[src/rtl/core/eed_pkg.sv]
// Shared types and constants for the energy endpoint detector.
// Holds field widths, register indexes, stop codes and the configuration struct.
// Depends on nothing; every other file of the block imports it.
package eed_pkg;

   // Fixed field widths.
   localparam int ENERGY_W   = 43;
   localparam int COUNT_W    = 16;
   localparam int BASE_W     = 21;
   localparam int START_W    = 20;
   localparam int CFG_LEN_W  = 13;
   localparam int CFG_CAP_W  = 21;
   localparam int CSR_IDX_W  = 3;
   localparam int CSR_DATA_W = 43;

   // Defaults for the top-level parameters.
   localparam int DEF_SAMPLE_WIDTH  = 16;
   localparam int DEF_MAX_FRAME_LEN = 4096;
   localparam int DEF_MAX_CAPACITY  = 1048576;

   localparam logic [ENERGY_W-1:0] ENERGY_MAX = '1;
   localparam logic [COUNT_W-1:0]  COUNT_MAX  = '1;

   // Register indexes on the configuration port.
   localparam logic [CSR_IDX_W-1:0] CSR_FRAME_LENGTH      = 3'd0;
   localparam logic [CSR_IDX_W-1:0] CSR_ENERGY_THRESHOLD  = 3'd1;
   localparam logic [CSR_IDX_W-1:0] CSR_MIN_SPEECH_FRAMES = 3'd2;
   localparam logic [CSR_IDX_W-1:0] CSR_HANGOVER_FRAMES   = 3'd3;
   localparam logic [CSR_IDX_W-1:0] CSR_CAPACITY_SAMPLES  = 3'd4;

   // Reset values of the registers.
   localparam logic [CFG_LEN_W-1:0] RST_FRAME_LENGTH      = 13'd512;
   localparam logic [ENERGY_W-1:0]  RST_ENERGY_THRESHOLD  = 43'd1000000;
   localparam logic [COUNT_W-1:0]   RST_MIN_SPEECH_FRAMES = 16'd5;
   localparam logic [COUNT_W-1:0]   RST_HANGOVER_FRAMES   = 16'd10;
   localparam logic [CFG_CAP_W-1:0] RST_CAPACITY_SAMPLES  = 21'd80000;

   typedef enum logic [1:0] {
      STOP_RUN      = 2'd0,
      STOP_ENDPOINT = 2'd1,
      STOP_FULL     = 2'd2
   } stop_code_type;

   typedef struct packed {
      logic [CFG_LEN_W-1:0] frame_length;
      logic [ENERGY_W-1:0]  energy_threshold;
      logic [COUNT_W-1:0]   min_speech_frames;
      logic [COUNT_W-1:0]   hangover_frames;
      logic [CFG_CAP_W-1:0] capacity_samples;
   } eed_cfg_type;

endpackage

[src/rtl/core/eed_csr.sv]
// Configuration register file of the energy endpoint detector.
// Decodes writes by index and presents the registers as one struct.
// Depends on eed_pkg.
module eed_csr (
   input  logic                            clock,
   input  logic                            reset,
   input  logic                            csr_valid,
   output logic                            csr_ready,
   input  logic [eed_pkg::CSR_IDX_W-1:0]   csr_index,
   input  logic [eed_pkg::CSR_DATA_W-1:0]  csr_data,
   output eed_pkg::eed_cfg_type            cfg
);
   import eed_pkg::*;

   eed_cfg_type cfg_ff;
   eed_cfg_type cfg_in;

   // Writes are refused while reset is high, since reset reloads the defaults.
   assign csr_ready = !reset;
   assign cfg       = cfg_ff;

   always_comb begin
      cfg_in = cfg_ff;
      if (csr_valid) begin
         case (csr_index)
            CSR_FRAME_LENGTH:      cfg_in.frame_length      = csr_data[CFG_LEN_W-1:0];
            CSR_ENERGY_THRESHOLD:  cfg_in.energy_threshold  = csr_data[ENERGY_W-1:0];
            CSR_MIN_SPEECH_FRAMES: cfg_in.min_speech_frames = csr_data[COUNT_W-1:0];
            CSR_HANGOVER_FRAMES:   cfg_in.hangover_frames   = csr_data[COUNT_W-1:0];
            CSR_CAPACITY_SAMPLES:  cfg_in.capacity_samples  = csr_data[CFG_CAP_W-1:0];
            default:               cfg_in = cfg_ff;
         endcase
      end
   end

   always_ff @(posedge clock) begin
      if (reset) begin
         cfg_ff.frame_length      <= RST_FRAME_LENGTH;
         cfg_ff.energy_threshold  <= RST_ENERGY_THRESHOLD;
         cfg_ff.min_speech_frames <= RST_MIN_SPEECH_FRAMES;
         cfg_ff.hangover_frames   <= RST_HANGOVER_FRAMES;
         cfg_ff.capacity_samples  <= RST_CAPACITY_SAMPLES;
      end else begin
         cfg_ff <= cfg_in;
      end
   end

endmodule

[src/rtl/core/energy_endpoint_detector_unit.sv]
// Energy endpoint detector: one result per request. An accepted request is registered in stage
// one, then loads the result register, which raises rsp_valid; stage one waits while it is untaken.
// Throughput is one request per cycle while results are taken; the sample square is registered
// in the first stage and the frame decision and counter update are done in the second stage.
// Synchronous active-high reset clears the pipeline, all detector state and loads register
// defaults; ready is low during reset, and requests are taken in the cycle after reset.
module energy_endpoint_detector_unit #(
   parameter int SAMPLE_WIDTH  = eed_pkg::DEF_SAMPLE_WIDTH,
   parameter int MAX_FRAME_LEN = eed_pkg::DEF_MAX_FRAME_LEN,
   parameter int MAX_CAPACITY  = eed_pkg::DEF_MAX_CAPACITY
) (
   input  logic                                clock,
   input  logic                                reset,
   // Request channel.
   input  logic                                req_valid,
   output logic                                req_ready,
   input  logic                                req_restart,
   input  logic signed [SAMPLE_WIDTH-1:0]      req_sample,
   // Result channel.
   output logic                                rsp_valid,
   input  logic                                rsp_ready,
   output logic                                rsp_frame_done,
   output logic                                rsp_frame_speech,
   output logic                                rsp_speech_found,
   output logic [1:0]                          rsp_status,
   output logic [eed_pkg::START_W-1:0]         rsp_speech_start,
   output logic [eed_pkg::BASE_W-1:0]          rsp_samples_taken,
   // Configuration write channel.
   input  logic                                csr_valid,
   output logic                                csr_ready,
   input  logic [eed_pkg::CSR_IDX_W-1:0]       csr_index,
   input  logic [eed_pkg::CSR_DATA_W-1:0]      csr_data
);
   import eed_pkg::*;

   // Width of the in-frame position: it holds up to the largest frame length.
   localparam int LEN_W     = $clog2(MAX_FRAME_LEN + 1);
   localparam int LEN_CMP_W = (LEN_W > CFG_LEN_W) ? LEN_W : CFG_LEN_W;
   localparam int CAP_W     = $clog2(MAX_CAPACITY + 1);
   localparam int CAP_CMP_W = (CAP_W > CFG_CAP_W) ? CAP_W : CFG_CAP_W;
   localparam int SUM_A_W   = (LEN_CMP_W > BASE_W) ? LEN_CMP_W : BASE_W;
   localparam int SUM_W     = ((SUM_A_W > CAP_CMP_W) ? SUM_A_W : CAP_CMP_W) + 1;
   localparam int SQ_W      = 2 * SAMPLE_WIDTH;
   localparam int ACC_W     = ((SQ_W > ENERGY_W) ? SQ_W : ENERGY_W) + 1;

   eed_cfg_type cfg;

   eed_csr u_csr (
      .clock     (clock),
      .reset     (reset),
      .csr_valid (csr_valid),
      .csr_ready (csr_ready),
      .csr_index (csr_index),
      .csr_data  (csr_data),
      .cfg       (cfg)
   );

   // ------------------------------------------------------------------
   // Pipeline control. The output register frees when it is empty or is
   // being taken; stage one moves on whenever the output register frees,
   // and a new request enters whenever stage one is empty or moving.
   // ------------------------------------------------------------------
   logic s1_valid_ff, s1_valid_in;
   logic rsp_valid_ff, rsp_valid_in;
   logic out_free;
   logic s1_fire;
   logic req_fire;

   assign out_free  = !rsp_valid_ff || rsp_ready;
   assign s1_fire   = s1_valid_ff && out_free;
   assign req_ready = !reset && (!s1_valid_ff || out_free);
   assign req_fire  = req_valid && req_ready;

   always_comb begin
      s1_valid_in = s1_valid_ff;
      if (req_ready) begin
         s1_valid_in = req_valid;
      end
      rsp_valid_in = rsp_valid_ff;
      if (out_free) begin
         rsp_valid_in = s1_valid_ff;
      end
   end

   // ------------------------------------------------------------------
   // Stage one: the square of the sample does not depend on detector
   // state, so it is formed at the input and registered.
   // ------------------------------------------------------------------
   logic [SAMPLE_WIDTH-1:0] sample_mag;
   logic [SQ_W-1:0]         sample_sq;
   logic                    s1_restart_ff;
   logic [SQ_W-1:0]         s1_square_ff;

   always_comb begin
      if (req_sample[SAMPLE_WIDTH-1]) begin
         sample_mag = ~req_sample + 1'b1;
      end else begin
         sample_mag = req_sample;
      end
      sample_sq = sample_mag * sample_mag;
   end

   always_ff @(posedge clock) begin
      if (req_fire) begin
         s1_restart_ff <= req_restart;
         s1_square_ff  <= sample_sq;
      end
   end

   // ------------------------------------------------------------------
   // Detector state.
   // ------------------------------------------------------------------
   logic [ENERGY_W-1:0] energy_ff, energy_in;
   logic [LEN_W-1:0]    pos_ff, pos_in;
   logic [BASE_W-1:0]   base_ff, base_in;
   logic [COUNT_W-1:0]  speech_cnt_ff, speech_cnt_in;
   logic [COUNT_W-1:0]  silence_ff, silence_in;
   logic                present_ff, present_in;
   logic [START_W-1:0]  first_ff, first_in;
   stop_code_type       stop_ff, stop_in;

   // Result of the item in stage two.
   logic done_c;
   logic speech_c;

   // Effective frame length and capacity after clamping.
   logic [LEN_CMP_W-1:0] len_ext;
   logic [LEN_CMP_W-1:0] len_eff;
   logic [CAP_CMP_W-1:0] cap_ext;
   logic [CAP_CMP_W-1:0] cap_eff;
   logic [SUM_W-1:0]     frame_end;
   logic [ACC_W-1:0]     acc_sum;
   logic [LEN_W-1:0]     pos_inc;

   always_comb begin
      len_ext = LEN_CMP_W'(cfg.frame_length);
      if (len_ext == '0) begin
         len_eff = LEN_CMP_W'(1);
      end else if (len_ext > LEN_CMP_W'(MAX_FRAME_LEN)) begin
         len_eff = LEN_CMP_W'(MAX_FRAME_LEN);
      end else begin
         len_eff = len_ext;
      end

      cap_ext = CAP_CMP_W'(cfg.capacity_samples);
      if (cap_ext > CAP_CMP_W'(MAX_CAPACITY)) begin
         cap_eff = CAP_CMP_W'(MAX_CAPACITY);
      end else begin
         cap_eff = cap_ext;
      end

      // Start from the held state, or from cleared state on a restart.
      energy_in     = energy_ff;
      pos_in        = pos_ff;
      base_in       = base_ff;
      speech_cnt_in = speech_cnt_ff;
      silence_in    = silence_ff;
      present_in    = present_ff;
      first_in      = first_ff;
      stop_in       = stop_ff;
      if (s1_restart_ff) begin
         energy_in     = '0;
         pos_in        = '0;
         base_in       = '0;
         speech_cnt_in = '0;
         silence_in    = '0;
         present_in    = 1'b0;
         first_in      = '0;
         stop_in       = STOP_RUN;
      end

      done_c   = 1'b0;
      speech_c = 1'b0;

      // A frame may start only if the whole frame still fits in capacity.
      frame_end = SUM_W'(base_in) + SUM_W'(len_eff);
      if (stop_in == STOP_RUN && pos_in == '0 && frame_end > SUM_W'(cap_eff)) begin
         stop_in = STOP_FULL;
      end

      acc_sum = ACC_W'(energy_in) + ACC_W'(s1_square_ff);
      pos_inc = pos_in + 1'b1;

      if (stop_in == STOP_RUN) begin
         if (acc_sum > ACC_W'(ENERGY_MAX)) begin
            energy_in = ENERGY_MAX;
         end else begin
            energy_in = acc_sum[ENERGY_W-1:0];
         end
         pos_in = pos_inc;
         if (LEN_CMP_W'(pos_inc) >= len_eff) begin
            done_c   = 1'b1;
            speech_c = energy_in > cfg.energy_threshold;
            if (speech_c) begin
               if (speech_cnt_in == '0) begin
                  first_in = base_in[START_W-1:0];
               end
               if (speech_cnt_in != COUNT_MAX) begin
                  speech_cnt_in = speech_cnt_in + 1'b1;
               end
               silence_in = '0;
            end else if (speech_cnt_in != '0) begin
               if (silence_in != COUNT_MAX) begin
                  silence_in = silence_in + 1'b1;
               end
            end
            if (speech_cnt_in >= cfg.min_speech_frames) begin
               present_in = 1'b1;
            end
            base_in   = frame_end[BASE_W-1:0];
            energy_in = '0;
            pos_in    = '0;
            if (present_in && silence_in >= cfg.hangover_frames) begin
               stop_in = STOP_ENDPOINT;
            end
         end
      end
   end

   always_ff @(posedge clock) begin
      if (reset) begin
         energy_ff     <= '0;
         pos_ff        <= '0;
         base_ff       <= '0;
         speech_cnt_ff <= '0;
         silence_ff    <= '0;
         present_ff    <= 1'b0;
         first_ff      <= '0;
         stop_ff       <= STOP_RUN;
      end else if (s1_fire) begin
         energy_ff     <= energy_in;
         pos_ff        <= pos_in;
         base_ff       <= base_in;
         speech_cnt_ff <= speech_cnt_in;
         silence_ff    <= silence_in;
         present_ff    <= present_in;
         first_ff      <= first_in;
         stop_ff       <= stop_in;
      end
   end

   // ------------------------------------------------------------------
   // Result register. It loads together with the state update, so a
   // finished result waits here while the next request fills stage one.
   // ------------------------------------------------------------------
   logic                rsp_done_ff;
   logic                rsp_speech_ff;
   logic                rsp_found_ff;
   logic [1:0]          rsp_status_ff;
   logic [START_W-1:0]  rsp_start_ff;
   logic [BASE_W-1:0]   rsp_taken_ff;

   always_ff @(posedge clock) begin
      if (reset) begin
         s1_valid_ff  <= 1'b0;
         rsp_valid_ff <= 1'b0;
      end else begin
         s1_valid_ff  <= s1_valid_in;
         rsp_valid_ff <= rsp_valid_in;
      end
   end

   always_ff @(posedge clock) begin
      if (s1_fire) begin
         rsp_done_ff   <= done_c;
         rsp_speech_ff <= speech_c;
         rsp_found_ff  <= present_in;
         rsp_status_ff <= stop_in;
         rsp_start_ff  <= first_in;
         rsp_taken_ff  <= base_in;
      end
   end

   assign rsp_valid         = rsp_valid_ff;
   assign rsp_frame_done    = rsp_done_ff;
   assign rsp_frame_speech  = rsp_speech_ff;
   assign rsp_speech_found  = rsp_found_ff;
   assign rsp_status        = rsp_status_ff;
   assign rsp_speech_start  = rsp_start_ff;
   assign rsp_samples_taken = rsp_taken_ff;

   // ------------------------------------------------------------------
   // Assertions.
   // ------------------------------------------------------------------

   // A speech flag only ever comes with a closed frame.
   a_speech_needs_done: assert property (@(posedge clock) disable iff (reset)
      rsp_valid_ff |-> (!rsp_speech_ff || rsp_done_ff))
      else $error("frame_speech set without frame_done");

   // Once stopped, a sample without restart never closes a frame.
   a_stopped_holds: assert property (@(posedge clock) disable iff (reset)
      (s1_fire && !s1_restart_ff && stop_ff != STOP_RUN) |=> (rsp_valid_ff && !rsp_done_ff))
      else $error("stopped detector closed a frame");

   // The frame base only moves when a frame closes, which leaves position zero, or when a
   // restart clears it.
   a_base_moves_at_frame_end: assert property (@(posedge clock) disable iff (reset)
      !$stable(base_ff) |-> (pos_ff == '0 || $past(s1_restart_ff)))
      else $error("frame base changed mid-frame");

   // The request side stalls only when both stages are occupied.
   a_ready_only_when_full: assert property (@(posedge clock) disable iff (reset)
      !req_ready |-> (s1_valid_ff && rsp_valid_ff && !rsp_ready))
      else $error("request stalled with room in the pipeline");

endmodule
[config.mk]
export PLATFORM = sky130hd
export DESIGN_NAME = energy_endpoint_detector_unit
export DESIGN_NICKNAME = d
export VERILOG_FILES = /design/src/rtl/core/eed_pkg.sv /design/src/rtl/core/eed_csr.sv /design/src/rtl/core/energy_endpoint_detector_unit.sv
export SDC_FILE = /design/constraint.sdc
export NUM_CORES = 1
export LEC_CHECK = 0
export BUFFER_PORTS_ARGS = -buffer_cell sky130_fd_sc_hd__clkbuf_2
export CAP_MARGIN = 20
export CELL_PAD_IN_SITES_DETAIL_PLACEMENT = 1
export CELL_PAD_IN_SITES_GLOBAL_PLACEMENT = 1
export CORE_UTILIZATION = 33
export CTS_CLUSTER_SIZE = 40
export DETAILED_ROUTE_END_ITERATION = 10
export GPL_TIMING_DRIVEN = 0
export PLACE_DENSITY = 0.58
export SLEW_MARGIN = 0
export SYNTH_ARGS = -nofsm -noshare
export SYNTH_HDL_FRONTEND = slang
export SYNTH_SLANG_ARGS = --single-unit
export TNS_END_PERCENT = 30
[constraint.sdc]
create_clock -name clock -period 25.7 [get_ports clock]
set_input_delay 2.57 -clock clock [delete_from_list [all_inputs] [get_ports clock]]
set_output_delay 2.57 -clock clock [all_outputs]
set_load 0.01 [all_outputs]
==> key figures <==
Outcome
  – Status: completed

Pwr
  – Cell leakage power: 13.12 nW
  – PwrDens: 132.1 nW/um^2
  – Peak supply drop: 0.0002429 V

Synth
  – Sequential-to-total area share from yosys stat: 27.54%
  – Number of synthesis warnings: 0
  – Synth async-reset ratio: 0%
  – Synth top area share: 18.59%
  – Mean Syn Cell Area: 8.403 um^2
  – Post-synth EDFFs: 78
  – Main flop type after synthesis: dfxtp_1
  – Syn Std Cell Area: 26,170 um^2
  – Syn Inst Count: 3,114
  – Yosys top cell by area: dfxtp_1
  – Post-synthesis cell type count: 82
  – Seq cells post-synth: 321
  – Ranking of synthesized cells by area: dfxtp_1, fa_1, ha_1

Floorplan
  – Rows: 102
  – Core Box Area: 77,980 um^2
  – Die W: 283.6 um
  – Die ar.: 80,420 um^2
  – Initial Util: 33.56%
  – I/O pins: 117
  – Chip Height: 283.6 um

STA
  – Final Hold Fails: 0
  – Worst-margin pin slew: 1198 ps
  – Post-route minimum period: 13,850 ps
  – Slew HR: 20.12%
  – Tcrit/Tclk final: 53.90%
  – Final setup TNS: 0 ps
  – Pins Over Slew Limit: 0
  – Worst Skew: 64.96 ps
  – Final setup violation count: 0
  – Max Fclk: 72.20 MHz
  – RSZ-0062 raised after global routing: no

CTS
  – H-tree levels: 2
  – Post-CTS Setup Repair Bufs: 0
  – Root buf cell: clkbuf_16
  – CTS tree: yes
  – Num CTS Buffers: 42
  – Clock slew at reported path FFs: 60 ps
  – Max clock buf depth: 3
  – CTS resizes: 0
  – Latest clock arrival within the worst-skew pair: 600 ps
  – CTS sink count: 321
  – CTS Hold Bufs: 0

Worst setup path
  – Top cell by count, worst path: clkbuf_1
  – CP arrival: 14,160 ps
  – Peak fanout along the critical path: 10
  – Crit-path leading delay family: buffers and inverters
  – Req. time, crit path: 26,010 ps
  – Buf/Inv on CP: 9
  – Critical-path top delay cell: clkbuf_1
  – CP Class: register to register
  – CP endpoint kind: register
  – Worst setup SP type: register
  – Critical path's largest stage delay: 930 ps

Placement
  – Routability cong.: 0.9003
  – Cell count after placement: 4,281
  – HPWL Detailed: 76.27 mm
  – IO buf count: 115

Routing
  – Vias per Instance: 5.256
  – Remaining DRCs: 0
  – ANT nets after route: 0
  – Routed wire length per instance: 21.81 um
  – Initial DRC count: 1,133
  – WL final: 95.05 mm
  – Via count: 22,910
  – Drt pass-1 iters: 6

Final layout
  – Post-route insts no fill: 4,359
  – Ant diodes: 0
  – Nets: 3,773
  – Area grow syn2layout: 12.97%
  – Layout cell share with drive strength beyond 1: 7.563%

Global route
  – GRT Util Overall: 23.46%
  – Largest net degree at the start of global routing: 41
  – Antenna violations before repair: 4
  – Congestion Overflow GR: 0
  – Vias in the first global route: 24,510
  – First-pass GRT wire length: 145.8 mm

Min path
  – Hold Path Class: register to register

Flow run
  – Max cap viols: 0
==> power by group <==
part	internal [mW]	switching [mW]	leakage (nW)
Clock	0.363	0.251	0.694
Combinational	1.06	1.54	9.71
Sequential	0.677	0.0191	2.71
Total	2.10	1.81	13.1
==> per-layer routing <==
layer / global-route usage [%] / vias up / wire length (um)
met5: 0 / - / 0
met4: 5.892 / 0 / 2185
met3: 2.404 / 109 / 3158
met2: 42.67 / 395 / 48290
met1: 29.41 / 11490 / 41420
li1: - / 10920 / -
==> Yosys cell counts (16+ instances only) <==
cell and count:
nand2b_1 22, xnor2_1 83, fa_1 165, clkbuf_1 113, a22o_1 68, o211ai_1 20
o21a_1 20, inv_1 321, a21o_1 52, nor2_1 259, nand3_1 80, o21ai_0 85
nor3_1 57, a31oi_1 16, nor2b_1 82, ha_1 253, nand2_1 467, nand4_1 40
and3_1 23, xor2_1 52, nor4_1 20, dfxtp_1 243, a21oi_1 223, mux2i_1 26
edfxtp_1 78
==> cells in the final DEF (no fill, tap or decap), drive strengths merged, types with 20 or more instances in the layout <==
cell type and instances:
nand2 467, inv 325, clkbuf 284, nor2 260, ha 253, dfxtp 243, a21oi 223, fa 165
o21ai 86, xnor2 83, nor2b 82, nand3 80, edfxtp 78, a22o 68, nor3 57, xor2 53
a21o 52, nand4 40, mux2i 26, buf 25, and3 24, nand2b 22, nor4 21, o211ai 20
o21a 20
==> per-stage QoR <==
step	utilization, %	cell area (um^2)	setup WS (ps)	power (mW)	hold slack, ps
floorplan	-	26200	15800	2.639	417.3
global placement	36.01	28080	10990	3.269	434.7
detailed placement	36.06	28120	11820	3.318	447.0
CTS	37.89	29550	11890	3.969	455.4
global route	37.91	29560	11360	4.282	475.9
finish	37.91	29560	11850	3.905	455.9
==> worst register-to-register path, delay by kind of cell, from the launching register on <==
kind                     cells  cell delay (ps)
AO/OA/AOI/OAI               11             3890
flip-flops                   1              320
buffers and inverters        9             5750
adder cells (fa/ha/maj)      3              820
AND/OR/NAND/NOR             12             2590
XOR/XNOR                     1              210
==> layout make-up <==
class / count / area (um^2)
Multi-Input combinational cell: 2339 / 17240
Tap cell: 1040 / 1301
Inverter: 329 / 1235
Clock inverter: 21 / 257.7
Timing Repair Buffer: 119 / 618.1
Fill cell: 9328 / 48420
Buffer: 135 / 534.3
Clock buffer: 55 / 1170
Sequential cell: 321 / 7207
==> kinds of logic after synthesis <==
kind of cell             synth area share, %
AND/OR/NAND/NOR                        19.90
AO/OA/AOI/OAI                          14.92
buffers and inverters                  6.752
adder cells (fa/ha/maj)                24.72
flip-flops                             27.54
XOR/XNOR                               4.581
multiplexers                           1.554
other                                0.02870
==> sequential cells by signal, summed over array words and instances, names as in the netlist, 2 cells and up <==
signal	cells
rsp_samples_taken	21
u_csr.cfg	109
base_ff	21
speech_cnt_ff	16
rsp_status	2
first_ff	20
stop_ff	2
silence_ff	16
pos_ff	13
s1_square_ff	31
energy_ff	43
rsp_speech_start	20
==> final timing paths <==
path                              startpoint                          to  slack (ps)  depth (start not counted)
hold / removal    u_csr.cfg[43]$_SDFFE_PP0P_  u_csr.cfg[43]$_SDFFE_PP0P_         460                          2
hold reg to reg   u_csr.cfg[43]$_SDFFE_PP0P_  u_csr.cfg[43]$_SDFFE_PP0P_         460                          2
setup / recovery     s1_restart_ff$_DFFE_PP_     rsp_status[0]$_DFFE_PP_       11850                         36
setup reg to reg     s1_restart_ff$_DFFE_PP_     rsp_status[0]$_DFFE_PP_       11850                         36
(Power assumes the default switching activity.)
